--- config.mk ---
export PLATFORM = sky130hd
export DESIGN_NAME = motor_valve_position_tracker_top
export DESIGN_NICKNAME = d
export VERILOG_FILES = /design/src/rtl/core/mvpt_pkg.sv /design/src/rtl/core/mvpt_div.sv /design/src/rtl/core/mvpt_ctrl.sv /design/src/rtl/core/mvpt_dp.sv /design/src/rtl/core/motor_valve_position_tracker_top.sv
export SDC_FILE = /design/constraint.sdc
export NUM_CORES = 1
export LEC_CHECK = 0
export ABC_CLOCK_PERIOD_IN_PS = 14800
export BUFFER_PORTS_ARGS = -buffer_cell sky130_fd_sc_hd__buf_2
export CORE_UTILIZATION = 63
export CTS_CLUSTER_SIZE = 30
export DETAILED_ROUTE_END_ITERATION = 8
export PLACE_DENSITY = 0.79
export REMOVE_ABC_BUFFERS = 1
export SLEW_MARGIN = 20
export SYNTH_ARGS = -nofsm -noshare
export SYNTH_HDL_FRONTEND = slang
export SYNTH_SLANG_ARGS = --single-unit
--- constraint.sdc ---
create_clock -name clk -period 14.8 [get_ports clk]
set_clock_uncertainty 0.1 [all_clocks]
set_input_delay 0.74 -clock clk [delete_from_list [all_inputs] [get_ports clk]]
set_output_delay 0.74 -clock clk [all_outputs]
set_load 0.005 [all_outputs]
--- src/rtl/core/mvpt_pkg.sv ---
`timescale 1ns / 1ps
package mvpt_pkg;
	localparam logic [2:0] CMD_GOTO    = 3'd0;
	localparam logic [2:0] CMD_OPEN    = 3'd1;
	localparam logic [2:0] CMD_CLOSE   = 3'd2;
	localparam logic [2:0] CMD_STOP    = 3'd3;
	localparam logic [2:0] CMD_TICK    = 3'd4;
	localparam logic [2:0] CMD_ENDSTOP = 3'd5;
	localparam logic [2:0] CMD_RESTORE = 3'd6;
	localparam logic [2:0] CMD_UNUSED  = 3'd7;

	localparam logic [1:0] M_IDLE  = 2'd0;
	localparam logic [1:0] M_OPEN  = 2'd1;
	localparam logic [1:0] M_CLOSE = 2'd2;

	localparam logic [2:0] R_NONE    = 3'd0;
	localparam logic [2:0] R_CMD     = 3'd1;
	localparam logic [2:0] R_TARGET  = 3'd2;
	localparam logic [2:0] R_TIMEOUT = 3'd3;
	localparam logic [2:0] R_ENDSTOP = 3'd4;

	localparam logic [1:0] REG_OPEN  = 2'd0;
	localparam logic [1:0] REG_CLOSE = 2'd1;
	localparam logic [1:0] REG_MAX   = 2'd2;
	localparam logic [1:0] REG_BLANK = 2'd3;

	localparam int DIV_W = 24;

	// controller to datapath
	typedef struct packed {
		logic load;       // capture the item and begin
		logic div_start;  // start the step division
		logic apply;      // run the command update
	} mvpt_cmd_t;

	// datapath to controller
	typedef struct packed {
		logic need_div;   // item is a tick while moving
		logic div_done;
	} mvpt_sts_t;
endpackage

--- src/rtl/core/mvpt_div.sv ---
`timescale 1ns / 1ps
// Restoring divider, one quotient bit per cycle.
module mvpt_div #(
	parameter int NUM_W = 48
) (
	input  logic                     clk,
	input  logic                     arst_n,
	input  logic                     start,
	input  logic [NUM_W-1:0]         num,
	input  logic [mvpt_pkg::DIV_W-1:0] den,
	output logic [NUM_W-1:0]         quo,
	output logic                     done
);
	localparam int CW = $clog2(NUM_W + 1);
	logic [NUM_W-1:0]            q_q;
	logic [mvpt_pkg::DIV_W:0]    r_q;
	logic [mvpt_pkg::DIV_W-1:0]  d_q;
	logic [CW-1:0]               cnt_q;
	logic                        busy_q;
	logic [mvpt_pkg::DIV_W+1:0]  trial;

	assign trial = {r_q, q_q[NUM_W-1]} - {2'b00, d_q};

	always_ff @(posedge clk or negedge arst_n) begin
		if (!arst_n) begin
			busy_q <= 1'b0;
			cnt_q  <= '0;
			done   <= 1'b0;
		end else begin
			done <= 1'b0;
			if (start) begin
				busy_q <= 1'b1;
				cnt_q  <= CW'(NUM_W);
			end else if (busy_q) begin
				cnt_q <= cnt_q - 1'b1;
				if (cnt_q == CW'(1)) begin
					busy_q <= 1'b0;
					done   <= 1'b1;
				end
			end
		end
	end

	always_ff @(posedge clk) begin
		if (start) begin
			q_q <= num;
			r_q <= '0;
			d_q <= den;
		end else if (busy_q) begin
			if (!trial[mvpt_pkg::DIV_W+1]) begin
				r_q <= trial[mvpt_pkg::DIV_W:0];
				q_q <= {q_q[NUM_W-2:0], 1'b1};
			end else begin
				r_q <= {r_q[mvpt_pkg::DIV_W-1:0], q_q[NUM_W-1]};
				q_q <= {q_q[NUM_W-2:0], 1'b0};
			end
		end
	end

	assign quo = q_q;
endmodule

--- src/rtl/core/mvpt_ctrl.sv ---
`timescale 1ns / 1ps
module mvpt_ctrl (
	input  logic                clk,
	input  logic                arst_n,
	input  logic                in_valid,
	output logic                in_stall,
	output logic                out_valid,
	input  logic                out_stall,
	input  mvpt_pkg::mvpt_sts_t sts,
	output mvpt_pkg::mvpt_cmd_t cmd
);
	localparam logic [1:0] S_IDLE = 2'd0;
	localparam logic [1:0] S_DECODE = 2'd1;
	localparam logic [1:0] S_DIV = 2'd2;
	localparam logic [1:0] S_APPLY = 2'd3;

	logic [1:0] state_q;
	logic       out_valid_q;
	logic       out_free;

	assign out_valid = out_valid_q;
	assign out_free  = !out_valid_q || !out_stall;
	assign in_stall  = (state_q != S_IDLE);

	always_comb begin
		cmd = '0;
		cmd.load      = (state_q == S_IDLE) && in_valid;
		cmd.div_start = (state_q == S_DECODE) && sts.need_div;
		cmd.apply     = (state_q == S_APPLY) && out_free;
	end

	always_ff @(posedge clk or negedge arst_n) begin
		if (!arst_n) begin
			state_q     <= S_IDLE;
			out_valid_q <= 1'b0;
		end else begin
			if (cmd.apply)
				out_valid_q <= 1'b1;
			else if (!out_stall)
				out_valid_q <= 1'b0;
			case (state_q)
				S_IDLE:   if (in_valid) state_q <= S_DECODE;
				S_DECODE: state_q <= sts.need_div ? S_DIV : S_APPLY;
				S_DIV:    if (sts.div_done) state_q <= S_APPLY;
				S_APPLY:  if (out_free) state_q <= S_IDLE;
				default:  state_q <= S_IDLE;
			endcase
		end
	end
endmodule

--- src/rtl/core/mvpt_dp.sv ---
`timescale 1ns / 1ps
module mvpt_dp #(
	parameter int DEFAULT_BLANK_MS = 500,
	parameter int EPS_Q16 = 131,
	parameter int FRAC_BITS = 16
) (
	input  logic                 clk,
	input  logic                 arst_n,
	input  mvpt_pkg::mvpt_cmd_t  cmd,
	output mvpt_pkg::mvpt_sts_t  sts,
	input  logic                 cfg_we,
	input  logic [1:0]           cfg_index,
	input  logic [23:0]          cfg_data,
	input  logic [2:0]           cmd_in,
	input  logic [31:0]          now_ms,
	input  logic [FRAC_BITS:0]   position_arg,
	input  logic [FRAC_BITS:0]   dead_band,
	output logic                 acted,
	output logic [1:0]           drive,
	output logic [FRAC_BITS:0]   position_est,
	output logic                 position_valid,
	output logic                 reference_run,
	output logic [2:0]           stop_reason,
	output logic [31:0]          move_duration_ms
);
	localparam int PW = FRAC_BITS + 1;
	localparam int NW = 32 + FRAC_BITS;
	localparam logic [PW-1:0] ONE = PW'(1) << FRAC_BITS;
	localparam logic [PW-1:0] EPS = PW'(EPS_Q16);

	logic [23:0] open_q, close_q, max_q;
	logic [15:0] blank_q;
	logic [2:0]  c_q;
	logic [31:0] now_q;
	logic [PW-1:0] arg_q, mind_q;

	logic [1:0]    motion_q;
	logic [PW-1:0] pos_q, tgt_q, pend_q;
	logic          known_q, pendf_q, ref_q;
	logic [31:0]   start_q, last_q, dur_q;
	logic [2:0]    reason_q;

	logic [NW-1:0] quo;
	logic          div_done;
	logic [31:0]   dt;
	logic [23:0]   travel;

	assign dt = now_q - last_q;
	always_comb begin
		travel = (motion_q == mvpt_pkg::M_OPEN) ? open_q : close_q;
		if (travel == '0) travel = 24'd1;
	end

	mvpt_div #(.NUM_W(NW)) u_div (
		.clk(clk), .arst_n(arst_n), .start(cmd.div_start),
		.num({dt, {FRAC_BITS{1'b0}}}), .den(travel), .quo(quo), .done(div_done)
	);

	assign sts.need_div = (c_q == mvpt_pkg::CMD_TICK) && (motion_q != mvpt_pkg::M_IDLE);
	assign sts.div_done = div_done;

	function automatic logic [PW-1:0] adiff(input logic [PW-1:0] a, input logic [PW-1:0] b);
		adiff = (a > b) ? a - b : b - a;
	endfunction

	always_ff @(posedge clk or negedge arst_n) begin
		if (!arst_n) begin
			open_q  <= 24'd180000;
			close_q <= 24'd180000;
			max_q   <= '0;
			blank_q <= '0;
		end else if (cfg_we) begin
			case (cfg_index)
				mvpt_pkg::REG_OPEN:  open_q  <= cfg_data;
				mvpt_pkg::REG_CLOSE: close_q <= cfg_data;
				mvpt_pkg::REG_MAX:   max_q   <= cfg_data;
				mvpt_pkg::REG_BLANK: blank_q <= cfg_data[15:0];
				default: ;
			endcase
		end
	end

	always_ff @(posedge clk) begin
		if (cmd.load) begin
			c_q    <= cmd_in;
			now_q  <= now_ms;
			arg_q  <= position_arg;
			mind_q <= dead_band;
		end
	end

	// next-state logic for the whole command
	logic [1:0]    n_motion;
	logic [PW-1:0] n_pos, n_tgt, n_pend;
	logic          n_known, n_pendf, n_ref, n_acted;
	logic [31:0]   n_start, n_last, n_dur;
	logic [2:0]    n_reason;
	logic [PW-1:0] argc, st;
	logic [PW:0]   sum;
	logic [31:0]   el, blank;
	logic          fin, was_ref, resumed, res_chk;

	always_comb begin
		n_motion = motion_q; n_pos = pos_q; n_tgt = tgt_q; n_pend = pend_q;
		n_known = known_q; n_pendf = pendf_q; n_ref = ref_q; n_acted = 1'b0;
		n_start = start_q; n_last = last_q; n_dur = dur_q; n_reason = reason_q;
		argc = (arg_q > ONE) ? ONE : arg_q;
		st = (quo > NW'(ONE)) ? ONE : quo[PW-1:0];
		sum = {1'b0, pos_q} + {1'b0, st};
		el = now_q - start_q;
		blank = (blank_q != '0) ? {16'd0, blank_q} : 32'(DEFAULT_BLANK_MS);
		fin = 1'b0; was_ref = ref_q; resumed = 1'b0; res_chk = 1'b0;
		case (c_q)
			mvpt_pkg::CMD_GOTO: begin
				if (!known_q) begin
					n_pend = argc; n_pendf = 1'b1; n_ref = 1'b1; n_pos = ONE;
					n_tgt = '0; n_motion = mvpt_pkg::M_CLOSE;
					n_start = now_q; n_last = now_q; n_acted = 1'b1;
				end else if (!((motion_q != mvpt_pkg::M_IDLE) && adiff(tgt_q, argc) <= EPS)
						&& !((motion_q == mvpt_pkg::M_IDLE) && adiff(pos_q, argc) <= mind_q)) begin
					n_ref = 1'b0; n_pendf = 1'b0; n_tgt = argc;
					n_motion = (argc > pos_q) ? mvpt_pkg::M_OPEN : mvpt_pkg::M_CLOSE;
					n_start = now_q; n_last = now_q; n_acted = 1'b1;
				end
			end
			mvpt_pkg::CMD_OPEN, mvpt_pkg::CMD_CLOSE: begin
				n_ref = 1'b0; n_pendf = 1'b0;
				n_tgt = (c_q == mvpt_pkg::CMD_OPEN) ? ONE : '0;
				n_motion = (c_q == mvpt_pkg::CMD_OPEN) ? mvpt_pkg::M_OPEN : mvpt_pkg::M_CLOSE;
				n_start = now_q; n_last = now_q; n_acted = 1'b1;
			end
			mvpt_pkg::CMD_STOP: begin
				n_ref = 1'b0; n_pendf = 1'b0;
				if (motion_q != mvpt_pkg::M_IDLE) n_dur = el;
				n_motion = mvpt_pkg::M_IDLE; n_reason = mvpt_pkg::R_CMD;
			end
			mvpt_pkg::CMD_TICK: begin
				if (motion_q != mvpt_pkg::M_IDLE) begin
					n_last = now_q;
					if (motion_q == mvpt_pkg::M_OPEN) begin
						n_pos = (sum > {1'b0, ONE}) ? ONE : sum[PW-1:0];
						if ({1'b0, n_pos} + {1'b0, EPS} >= {1'b0, tgt_q}) begin
							n_pos = tgt_q; fin = 1'b1;
						end
					end else begin
						n_pos = (quo >= NW'(pos_q)) ? '0 : pos_q - quo[PW-1:0];
						if ({1'b0, n_pos} <= {1'b0, tgt_q} + {1'b0, EPS}) begin
							n_pos = tgt_q; fin = 1'b1; res_chk = 1'b1;
						end
					end
					if (fin) begin
						n_dur = el; n_motion = mvpt_pkg::M_IDLE;
						n_reason = mvpt_pkg::R_TARGET; n_acted = 1'b1;
					end else if (max_q != '0 && el >= {8'd0, max_q}) begin
						if (tgt_q <= EPS) begin
							n_pos = '0; n_known = 1'b1;
						end else if ({1'b0, tgt_q} + {1'b0, EPS} >= {1'b0, ONE}) begin
							n_pos = ONE; n_known = 1'b1;
						end
						n_dur = el; n_motion = mvpt_pkg::M_IDLE;
						n_reason = mvpt_pkg::R_TIMEOUT; n_acted = 1'b1;
						res_chk = was_ref;
					end
				end
			end
			mvpt_pkg::CMD_ENDSTOP: begin
				if (motion_q != mvpt_pkg::M_IDLE && el >= blank) begin
					n_pos = (motion_q == mvpt_pkg::M_OPEN) ? ONE : '0;
					n_known = 1'b1; n_dur = el; n_motion = mvpt_pkg::M_IDLE;
					n_reason = mvpt_pkg::R_ENDSTOP; n_acted = 1'b1;
					if (was_ref) begin
						n_ref = 1'b0; res_chk = 1'b1;
					end
				end
			end
			mvpt_pkg::CMD_RESTORE: begin
				n_pos = argc; n_known = 1'b1;
			end
			default: ;
		endcase
		// resume the pending target after a run ends
		if (res_chk && pendf_q) begin
			n_pendf = 1'b0; n_ref = 1'b0;
			if (adiff(n_pos, pend_q) > EPS) begin
				resumed = 1'b1; n_tgt = pend_q;
				n_motion = (pend_q > n_pos) ? mvpt_pkg::M_OPEN : mvpt_pkg::M_CLOSE;
				n_start = now_q; n_last = now_q;
			end
		end
		if (c_q == mvpt_pkg::CMD_TICK && fin && motion_q == mvpt_pkg::M_CLOSE
				&& (was_ref || resumed))
			n_known = 1'b1;
	end

	always_ff @(posedge clk or negedge arst_n) begin
		if (!arst_n) begin
			motion_q <= mvpt_pkg::M_IDLE;
			pos_q <= '0; tgt_q <= '0; pend_q <= '0;
			known_q <= 1'b0; pendf_q <= 1'b0; ref_q <= 1'b0;
			start_q <= '0; last_q <= '0; dur_q <= '0;
			reason_q <= mvpt_pkg::R_NONE;
			acted <= 1'b0;
		end else if (cmd.apply) begin
			motion_q <= n_motion;
			pos_q <= n_pos; tgt_q <= n_tgt; pend_q <= n_pend;
			known_q <= n_known; pendf_q <= n_pendf; ref_q <= n_ref;
			start_q <= n_start; last_q <= n_last; dur_q <= n_dur;
			reason_q <= n_reason;
			acted <= n_acted;
		end
	end

	assign drive = motion_q;
	assign position_est = pos_q;
	assign position_valid = known_q;
	assign reference_run = ref_q;
	assign stop_reason = reason_q;
	assign move_duration_ms = dur_q;
endmodule

--- src/rtl/core/motor_valve_position_tracker_top.sv ---
`timescale 1ns / 1ps
// Channel | direction | handshake            | payload
// in      | input     | in_valid / in_stall  | cmd, now_ms, position_arg, dead_band
// out     | output    | out_valid / out_stall| acted, drive, position_est, position_valid,
//         |           |                      | reference_run, stop_reason, move_duration_ms
// cfg     | input     | cfg_we               | cfg_index, cfg_data
//
// One item at a time. A tick while moving passes through load, decode, the
// bit-serial step divider and update; every other command skips the divider.
// Reset (arst_n low) clears motion, position, flags and registers to their defaults.
// The input stalls while an item is in work; a result held by out_stall holds
// the next item in its update step.
module motor_valve_position_tracker_top #(
	parameter int DEFAULT_BLANK_MS = 500,
	parameter int EPS_Q16 = 131,
	parameter int FRAC_BITS = 16
) (
	input  logic                 clk,
	input  logic                 arst_n,
	input  logic                 cfg_we,
	input  logic [1:0]           cfg_index,
	input  logic [23:0]          cfg_data,
	input  logic                 in_valid,
	output logic                 in_stall,
	input  logic [2:0]           cmd,
	input  logic [31:0]          now_ms,
	input  logic [FRAC_BITS:0]   position_arg,
	input  logic [FRAC_BITS:0]   dead_band,
	output logic                 out_valid,
	input  logic                 out_stall,
	output logic                 acted,
	output logic [1:0]           drive,
	output logic [FRAC_BITS:0]   position_est,
	output logic                 position_valid,
	output logic                 reference_run,
	output logic [2:0]           stop_reason,
	output logic [31:0]          move_duration_ms
);
	mvpt_pkg::mvpt_cmd_t c;
	mvpt_pkg::mvpt_sts_t s;

	// sequence load, divide and update
	mvpt_ctrl u_ctrl (
		.clk(clk), .arst_n(arst_n), .in_valid(in_valid), .in_stall(in_stall),
		.out_valid(out_valid), .out_stall(out_stall), .sts(s), .cmd(c)
	);

	// hold state, registers and the step divider
	mvpt_dp #(
		.DEFAULT_BLANK_MS(DEFAULT_BLANK_MS), .EPS_Q16(EPS_Q16), .FRAC_BITS(FRAC_BITS)
	) u_dp (
		.clk(clk), .arst_n(arst_n), .cmd(c), .sts(s),
		.cfg_we(cfg_we), .cfg_index(cfg_index), .cfg_data(cfg_data),
		.cmd_in(cmd), .now_ms(now_ms), .position_arg(position_arg), .dead_band(dead_band),
		.acted(acted), .drive(drive), .position_est(position_est),
		.position_valid(position_valid), .reference_run(reference_run),
		.stop_reason(stop_reason), .move_duration_ms(move_duration_ms)
	);
endmodule

Yosys cells after proc, flatten, opt, wreduce, memory -nomap -nowiden
Cells that the tools add are included.

Bits in latches: 0. RAM bits: 0. Register bits: 421. Memory bits (read-only): 0. Memories: 0. Output and inout port bits: 59. Word-level logic and storage cells: 256. Bits of input ports: 100.

Divide/modulo/power cells: 0. Eq/ne operators: 30. Mux-type cells: 118. Bitwise gates (word level): 1. Reductions and logical operators: 46. $add $sub $neg: 14. Shift operators: 0. $mul: 0. Order comparisons: 18.

Operators with widths (number): 2-to-1 mux 32 bit (14); 2-to-1 mux 17 bit (23); one-hot mux 32 bit (3 select lines) (2); subtractor 17 bit (7); 2-to-1 mux 48 bit (2); > comparator 17 bit (5); one-hot mux 17 bit (4 select lines) (1); one-hot mux 32 bit (2 select lines) (1); subtractor 32 bit (2); greater-or-equal comparator 48 x 17 -> 1 bit (1); > comparator 48 x 17 -> 1 bit, second input constant (1); 2-to-1 mux 1 bit (43); adder 17 x 8 -> 18 bit, second input constant (2); <= comparator 17 x 8 -> 1 bit, second input constant (2); one-hot mux 17 bit (2 select lines) (1); greater-or-equal comparator 32 x 24 -> 1 bit (1); greater-or-equal comparator 32 bit (1); 2-to-1 mux 2 bit (14); subtractor 26 x 24 -> 26 bit (1); 2-to-1 mux 25 bit (1); zero test 24 bit (1); 2-to-1 mux 24 bit (1); nonzero test 24 bit (1); adder 17 x 17 -> 18 bit (1); other kinds (48) (98).

Longest topological paths before layout
Depth in word-level cells: 24. Depth in mapped cells: 53. Depth with buffers taken out: 46.

Hierarchy
From an unflattened synthesis, not the netlist that was laid out.

Cells, all modules: 3580. Area, all modules: 33073.0 µm².

By module, submodules not included: mvpt_dp (times used 1, area each 27186.1 µm², cells each 3054, sequential area each 8200.4 µm²); mvpt_div (times used 1, area each 5629.1 µm², cells each 504, sequential area each 2862.7 µm²); mvpt_ctrl (times used 1, area each 257.7 µm², cells each 22, sequential area each 75.1 µm²).

Worst setup path after synthesis
OpenSTA, ideal clock, no wires.

Path type: reg-to-reg. Start: reg u_dp.u_div.q_q[22] (netlist: u_dp.u_div.quo[22]). End: reg u_dp.last_q[11]. Arrival time: 10.765 ns. Clock period less this slack: 10.992 ns. Cell stages (with the launch flop): 51. Library setup time: 0.128 ns. Slack: 3.808 ns. Required time: 14.572 ns. Buffers on the path: 7. Cells stage by stage: edfxtp_1 > or4_1 > nor2_1 > nand2_1 > a21oi_1 > clkbuf_1 > and2_1 > ha_1 > inv_1 > fa_1 > nor2b_1 > o21ai_0 > a21oi_1 > o211ai_1 > nand2_1 > o311ai_0 > or2_2 > nor4_1 > [15 not listed] > clkbuf_1 > a221o_1 > ha_1 > buf_4 > a21oi_1 > and2_1 > a2111oi_4 > a21o_1 > nand2_1 > buf_2 > a211oi_2 > o221ai_1 > or3_1 > a221oi_1 > a221oi_2 > o31ai_4 > buf_8 > mux2_1.

Word-level cells in the longest chain between the ends: 20. Elaborated cells between the ends (all ways): 37. Those cells by class: add/sub: 4; order compare: 7; mux: 25; reduce/logical: 1.

RTL lines: start: declaration (line mvpt_div.sv:15) `logic [NUM_W-1:0] q_q;`; start signal: assignment (line mvpt_div.sv:46) `q_q <= num;`; start signal: assignment (line mvpt_div.sv:52) `q_q <= {q_q[NUM_W-2:0], 1'b1};`; start signal: assignment (line mvpt_div.sv:55) `q_q <= {q_q[NUM_W-2:0], 1'b0};`; > comparator 48 x 17 -> 1 bit (line mvpt_dp.sv:108) `st = (quo > NW'(ONE)) ? ONE : quo[PW-1:0];`; 2-to-1 mux 17 bit (line mvpt_dp.sv:108); adder 17 x 17 -> 18 bit (line mvpt_dp.sv:109) `sum = {1'b0, pos_q} + {1'b0, st};`; > comparator 18 x 17 -> 1 bit (line mvpt_dp.sv:141) `n_pos = (sum > {1'b0, ONE}) ? ONE : sum[PW-1:0];`; 2-to-1 mux 17 bit (line mvpt_dp.sv:141); adder 17 x 8 -> 18 bit (line mvpt_dp.sv:142) `if ({1'b0, n_pos} + {1'b0, EPS} >= {1'b0, tgt_q}) begin`; greater-or-equal comparator 18 x 17 -> 1 bit (line mvpt_dp.sv:142); 2-to-1 mux 17 bit (line mvpt_dp.sv:142); [5 not listed]; 2-to-1 mux 17 bit (*) (line mvpt_dp.sv:138) `if (motion_q != mvpt_pkg::M_IDLE) begin`; one-hot mux 17 bit (4 select lines) (*) (line mvpt_dp.sv:113) `case (c_q)`; net u_dp.n_pos[6] (line mvpt_dp.sv:94) `logic [PW-1:0] n_pos, n_tgt, n_pend;`; subtractor 17 bit or > comparator 17 bit (tied branches) (line mvpt_dp.sv:63) `adiff = (a > b) ? a - b : b - a;`; 2-to-1 mux 17 bit (*) (line mvpt_dp.sv:63); > comparator 17 x 8 -> 1 bit (*) (line mvpt_dp.sv:184) `if (adiff(n_pos, pend_q) > EPS) begin`; 2-to-1 mux 32 bit (*) (line mvpt_dp.sv:184); 2-to-1 mux 32 bit (*) (line mvpt_dp.sv:182) `if (res_chk && pendf_q) begin`; end signal: assignment (line mvpt_dp.sv:207) `start_q <= n_start; last_q <= n_last; dur_q <= n_dur;`; end: declaration (line mvpt_dp.sv:40) `logic [31:0] start_q, last_q, dur_q;`.

The timed path passes the listed nets; every way through them passes the cells marked *. The select of a mux whose other input is x is not followed. A chain may end at the register's enable or synchronous reset.

Worst setup path after layout
Ends and elaborated chain as after synthesis.

==> metrics.md <==
| Metric | Value |
|---|---|
| Grt ovf | 0 |
| Register area share after synthesis | 33.7% |
| CTS root buf | clkbuf_16 |
| Pwr per Cell Area | 266 mW/mm2 |
| All-Layer GR Usage | 42.3% |
| Worst min path class | input pin to flip-flop |
| Worst-Skew Late Latency | 620 ps |
| Metal1 wirelength | 41900 um |
| Synth Area per Inst | 9.23 um2 |
| Final Hold Viols | 0 |
| Synth unique cells | 92 |
| Vias | 29.8k |
| Finished Layout Cells | 4365 |
| Largest net degree at the start of global routing | 85 |
| Fmax | 75.9 MHz |
| Area grow syn2layout | 9.19% |
| Endpoints failing setup | 0 |
| DRT Pass-1 Iters | 8 |
| Share of layout cells above drive strength 1 | 14.7% |
| Worst setup EP type | flip-flop |
| Critical path startpoint category | flip-flop |
| Iteration-0 DRC Markers | 3268 |
| Netlist Area Pre-Place | 0.0326 mm2 |
| Hpwl dp | 84800 um |
| Routed wire length | 113000 um |
| Leakage power total | 0.0163 uW |
| Fillers | 3735 |
| Die height | 230 um |
| Arrival time at the worst endpoint | 13570 ps |
| Top-level I/O count | 159 |
| Reg2Reg Depth | 45 |
| Starting Density | 63.7% |
| Via density | 6.83 |
| Number of global-route vias before repair | 29.5k |
| TritonCTS clock tree | done |
| DRC | 0 |
| Synth top cells by count | ha_1, inv_1, nor2_1 |
| Synth Instances | 3532 |
| Number of synthesized register bits | 421 |
| Row cnt | 83 |
| EDFF count, synth | 125 |
| Synth Flop Type | dfrtp_1 |
| Register area | 0.0110 mm2 |
| CP Class | flip-flop to flip-flop |
| Most frequent cell after synthesis | ha_1 |
| Worst path slowest cell | a21oi_1 |
| Top sig layer | met5 |
| WL met3 | 9090 um |
| Drt wl/cell | 26.0 um |
| Rel. slew slack | 25.6% |
| Routed Antenna Nets | 0 |
| Die Wd | 230 um |
| Fin crit share | 89.1% |
| Die area | 0.0527 mm2 |
| Worst stage delay on the critical path | 710 ps |
| Slew Viols, Final | 0 |
| CTS Buffer Depth | 3 |
| Max cap viols | 0 |
| Total Power | 9460 uW |
| Cell taking the most area after synthesis | dfrtp_1 |
| Ys async rst share | 60.6% |
| Total CTS buffers | 47 |
| Met2 Wirelength | 53400 um |
| Total core area | 0.0512 mm2 |
| WP data required | 15180 ps |
| Top post-synthesis cells by area | dfrtp_1, ha_1, edfxtp_1 |
| Final net count | 4093 |
| PortBufs | 158 |
| H-tree Lvls | 2 |
| Placed cells | 4275 |
| Post-synth top area share | 18.2% |
| Synth warnings | 0 |
| Sinks on Clock Net | 421 |
| Final Critical Period | 13180 ps |
| Status | finished clean |
| WHS Path Cells | 1 |
| First-pass GRT wire length | 172000 um |
| Placer Congestion | 1.05 |
| Clock transition at path regs | 60 ps |
| RSZ-0062 raised after global routing | false |
| Multi-input combinational cell area | 0.0200 mm2 |
| Worst IR Drop VDD | 192 uV |
| Critical-path maximum fanout | 22 |
| Slew @ Worst Pin | 1110 ps |
| Initial antenna violation count | 3 |
## report_power, final
| part | internal, uW | total [uW] | switching, uW | leakage (uW) |
|---|---|---|---|---|
| combinational | 2440 | 6180 | 3750 | 0.0109 |
| sequential | 1630 | 2080 | 448 | 0.00462 |
| clock | 683 | 1200 | 517 | 0.000749 |
## layout by cell type (no fill, tap or decap), types with 45 or more instances in the layout
master,instances
mux2_2,179
a21o_1,113
mux2i_1,50
xor2_1,56
buf_2,157
dfrtp_1,236
inv_1,301
ha_1,337
nand2_1,223
nand3_1,89
nor4_1,45
clkbuf_16,47
a21oi_1,240
edfxtp_1,125
o21ai_0,191
nor3_1,57
xnor2_1,99
nor2_1,259
## metal layers
metal | vias up | global-route usage (%)
met5 | - | 0
met4 | 2 | 29.2
met3 | 507 | 7.38
met2 | 1756 | 70.6
met1 | 14459 | 49.5
li1 | 13102 | -
## area by class of cell
| cell class | count | share of cell area [%] |
|---|---|---|
| repair buffers | 199 | 3.20 |
| inverters | 303 | 3.19 |
| clock inverters | 24 | 0.755 |
| flip-flops and latches | 421 | 30.8 |
| multi-input cells | 2673 | 56.0 |
| diodes | 2 | 0.0141 |
| well taps | 680 | 2.39 |
| clock buffers | 63 | 3.58 |
## per-stage QoR
step	hold slack, ps	TNS, ps	area (um2)	worst slack (ps)	utilization [%]
after floorplan	344	-7590	32000	-214	-
after global placement	369	0	34000	2170	66.5
after detailed placement	380	0	34000	1940	66.5
after CTS	192	0	35600	1840	69.5
after global routing	188	0	35600	851	69.6
final	200	0	35600	1620	69.6
## worst max-delay path: cells and delay by family (launching register included)
family / cells / cell delay, ps
AND/OR/NAND/NOR: 14 / 3670
multiplexers: 1 / 340
buffers and inverters: 4 / 590
adder cells (fa/ha/maj): 4 / 1260
AO/OA/AOI/OAI: 21 / 6510
flip-flops: 1 / 400
XOR/XNOR: 1 / 160
## flip-flops by register name, summed over array words and instances, names as in the netlist, 24 cells and up
signal	count
u_dp.open_q	24
u_dp.u_div.d_q	24
u_dp.move_duration_ms	32
u_dp.u_div.r_q	25
u_dp.last_q	32
u_dp.max_q	24
u_dp.now_q	32
u_dp.u_div.quo	48
u_dp.start_q	32
u_dp.close_q	24
## path summary, 6_finish.rpt
kind                                         startpoint                           end  slack (ps)
setup / recovery           u_dp.u_div.quo[22]$_DFFE_PP_   u_dp.last_q[11]$_DFFE_PN0P_        1620
hold / removal                             dead_band[1]      u_dp.mind_q[1]$_DFFE_PP_         200
setup reg to reg           u_dp.u_div.quo[22]$_DFFE_PP_   u_dp.last_q[11]$_DFFE_PN0P_        1620
hold reg to reg             u_dp.last_q[11]$_DFFE_PN0P_   u_dp.last_q[11]$_DFFE_PN0P_         400
max in group asynchronous                        arst_n  u_dp.start_q[13]$_DFFE_PN0P_       12130
min in group asynchronous                        arst_n    u_dp.pend_q[5]$_DFFE_PN0P_         570
## cells by family (layout without fill, tap and decap cells)
logic type | Yosys count | count (layout) | synth area share (%)
fa+ha+maj | 348 | 348 | 13.6
flops | 421 | 421 | 33.7
simple gates | 948 | 948 | 14.3
other cells | 0 | 2 | 0
buf+inv | 438 | 589 | 5.32
xor+xnor | 156 | 156 | 4.19
mux | 268 | 268 | 9.27
compound gates | 953 | 953 | 19.7
## what timing repair did
item | CTS | global route
hold buffers | 1 | 0
resized for setup | 0 | 0
buffers inserted | 0 | 0
endpoints found under the hold margin | 49 | 0
Power figures use the tool's default switching activity.
